## config.mk

```make
export PLATFORM = sky130hd
export DESIGN_NAME = mtb_merge
export DESIGN_NICKNAME = d
export VERILOG_FILES = /design/src/hdl/masked_tile_blit_page_framebuffer_macros.svh /design/src/hdl/mtb_merge.sv
export SDC_FILE = /design/constraint.sdc
export NUM_CORES = 1
export LEC_CHECK = 0
export ABC_AREA = 1
export BUFFER_PORTS_ARGS = -buffer_cell sky130_fd_sc_hd__buf_4
export CAP_MARGIN = 10
export CORE_MARGIN = 4
export CORE_UTILIZATION = 30
export DETAILED_ROUTE_END_ITERATION = 16
export PLACE_DENSITY = 0.57
export SYNTH_ARGS = -nofsm -noshare
export SYNTH_HDL_FRONTEND = slang
export SYNTH_SLANG_ARGS = --single-unit
```

## constraint.sdc

```tcl
create_clock -name vclk -period 2.8
set_clock_uncertainty 0.1 [all_clocks]
set_input_delay 0.28 -clock vclk [all_inputs]
set_output_delay 0.28 -clock vclk [all_outputs]
set_load 0.005 [all_outputs]
```

## src/hdl/masked_tile_blit_page_framebuffer_macros.svh

```systemverilog
// Assertion macros for the masked tile blit framebuffer.
// Used by the top level; expects clk and rst_n in scope.
`ifndef MASKED_TILE_BLIT_PAGE_FRAMEBUFFER_MACROS_SVH
`define MASKED_TILE_BLIT_PAGE_FRAMEBUFFER_MACROS_SVH

// Consequent must hold in the same cycle as the antecedent.
`define MTB_ASSERT_SAME(lbl, ante, cons, msg) \
    lbl: assert property (@(posedge clk) disable iff (!rst_n) (ante) |-> (cons)) \
        else $error(msg);

// Consequent must hold in the cycle after the antecedent.
`define MTB_ASSERT_NEXT(lbl, ante, cons, msg) \
    lbl: assert property (@(posedge clk) disable iff (!rst_n) (ante) |=> (cons)) \
        else $error(msg);

`endif

```

## src/hdl/mtb_merge.sv

```systemverilog
// Shared shift-and-merge unit: places one tile column byte at a vertical
// offset into either the upper or the lower page byte. Depends on nothing.
`default_nettype none

module mtb_merge (
    input  wire logic [7:0] old_byte,
    input  wire logic [7:0] tile_byte,
    input  wire logic [7:0] mask_byte,
    input  wire logic [2:0] off,
    input  wire logic       half,
    output logic [7:0]      new_byte
);

    logic [23:0] keep_win;
    logic [15:0] set_win;

    // The ones padding on both sides keeps rows outside the tile untouched.
    always_comb
    begin
        keep_win = {8'hff, mask_byte, 8'hff} << off;
        set_win  = {8'h00, tile_byte} << off;
        if (half)
        begin
            new_byte = (old_byte & keep_win[23:16]) | set_win[15:8];
        end
        else
        begin
            new_byte = (old_byte & keep_win[15:8]) | set_win[7:0];
        end
    end

endmodule

`default_nettype wire

```

==> reports/qor.csv <==
stage,metric,value,unit
synth,synthesis.area,787,um2
floorplan,ios,36,
synth,synth.area.mux_share,0,%
floorplan,core,2500,um2
clock_network,post_cts_buffers,0,
synth,yosys.area_share.simple,77.7,%
setup_path,cp_top_family,buffers and inverters,
setup_path,slowest_stage,inv_2,
setup_path,worst_setup_path_end_kind,primary output,
synth,synth_compound_area_share,9.38,%
pwr,power.density,174,nW/um2
synth,synth_fa_ha_area_share,0,%
finish,seq_cell_count,0,
timing,fin_tns_setup,0,ns
timing,slew_viol_final,0,
timing,finalCritPeriodShare,62.4,%
drt,drtIter0Drc,55,
floorplan,die_w,59.2,um
synth,synth_area_per_cell,4.47,um2
setup_path,cp.depth,10,
finish,layout_commonest_cell,nand2_1,
job,maxCapViolCount,0,
drt,drc,0,
drt,dr.pass1.iters,4,
global_routing,grt.total_usage,15.9,%
drt,vias,1194,
synth,synth_top_family_by_area,simple AND/OR/NAND/NOR gates,
timing,period_needed,1.75,ns
global_routing,grt_max_degree,22,
floorplan,fp-row-count,18,
synth,ys_warn_count,0,
global_routing,grt_pass1_vias,1076,
setup_path,path_class,in2out,
floorplan,start_util,31.5,%
hold_path,hold_path_startpoint,old_byte[7],
pwr,irDropWorstVdd,0.0596,mV
finish,clock_buffers,0,
drt,antenna_left,0,
clock_network,cts_resized,0,
setup_path,crit_required,2.42,ns
clock_network,cts_hold_buf,0,
global_routing,overflow,0,
drt,drt-total-wl,2.79,mm
hold_path,min_to,new_byte[7],
global_routing,grt_first_pass_wirelength,4.56,mm
floorplan,die_h,59.2,um
finish,final_nets,233,
drt,vias_per_cell,5.12,
finish,num_antenna_cells,0,
timing,clock.fmax,0.572,GHz
drt,detail_route.wl_per_cell,12.0,um
setup_path,path_cells,buf_4 -> inv_2 -> nand3_1 -> nand2_1 -> nand2_1 -> nand2_1 -> nand2_1 -> nand2_1 -> nand2_1 -> buf_4,
synth,synth.distinct_cells,14,
place,gp_congestion,0.870,
timing,rsz0062_at_grt,false,
timing,max_slew.worst_pin.slew,0.305,ns
finish,syn_to_final_growth,30.5,%
setup_path,crit_arrival,1.37,ns
place,hpwl,2.29,mm
pwr,power,0.179,mW
finish,drive_gt1_share,19.2,%
finish,seq_area,0,um2
timing,finalSetupViolCount,0,
pwr,p_leak,0.590,nW
synth,ys_seq_area_share,0,%
setup_path,worst-path-max-fanout,20,
synth,synth_cells,176,
global_routing,antenna_found_initial,0,
setup_path,path_common_cell,nand2_1,
hold_path,min_path_type,in2out,
place,port_buffers,36,
synth,synth-xor-area-share,0,%
setup_path,critical_path.max_stage_delay,0.26,ns
setup_path,critPathBufInv,3,
timing,hold_violations,0,
synth,synth_nets,204,
finish,layout_common_cells,"nand2_1, nand3_1, buf_4",
run_status,status,finished clean,
floorplan,die_area,3510,um2
hold_path,holdPathStages,4,
setup_path,start_kind,input port,
timing,slew_headroom,79.6,%
[routing by layer]
layer  track usage, %  wire length [um]
met2             29.5              1380
met4            0.971                16
met5                0                 0
met3            0.436               174
met1             21.0              1220
[synth_stat cells, drive strengths merged]
cell type	instances	area, um2
a21oi	2	10.0
a31oi	1	6.26
buf	9	67.6
clkinv	1	3.75
inv	8	30.0
nand2	84	315
nand3	57	285
nor2	3	11.3
o211ai	1	7.51
o21ai	10	50.1
[tightest hold or removal path: cells and delay by family]
family,cells,cell delay (ns)
buffers and inverters,2,0.18
AND/OR/NAND/NOR,2,0.09
[where the power goes]
| group | total [mW] | internal [mW] | switching [mW] |
|---|---|---|---|
| registers | 0 | 0 | 0 |
| clock network | 0 | 0 | 0 |
| logic | 0.179 | 0.0796 | 0.0993 |
| total | 0.179 | 0.0796 | 0.0993 |
[cells by family (layout without fill, tap and decap cells)]
group                  after synthesis  after routing
and+or+nand+nor                    144            144
buffers and inverters               18             45
AOI/OAI and AO/OA                   14             14
[final cells by class]
class                      instances  area [um2]
inverter                           9        33.8
fill                             298        1470
tap                               30        37.5
timing repair buffer              36         270
multi-input combinational        158         686
[per-stage QoR]
step	utilization (%)	instances	setup WS [ns]	hold WS (ns)	instance area, um2
3_5_place_dp	41.1	233	1.06	0.729	1030
2_1_floorplan	-	176	1.45	0.556	787
5_1_grt	41.1	233	0.925	0.763	1030
3_3_place_gp	41.1	233	1.06	0.725	1030
4_1_cts	41.1	233	1.05	0.729	1030
6_report	41.1	233	1.05	0.725	1030
[how the worst max path moves through the flow]
stage	from	end	slack (ns)
floorplan	off[1]	new_byte[1]	1.45
global placement	off[1]	new_byte[3]	1.06
detailed placement	off[1]	new_byte[3]	1.06
CTS	off[1]	new_byte[3]	1.05
global route	off[1]	new_byte[0]	0.92
finish	off[1]	new_byte[3]	1.05
Note: power is estimated with default switching activity, not from simulation.
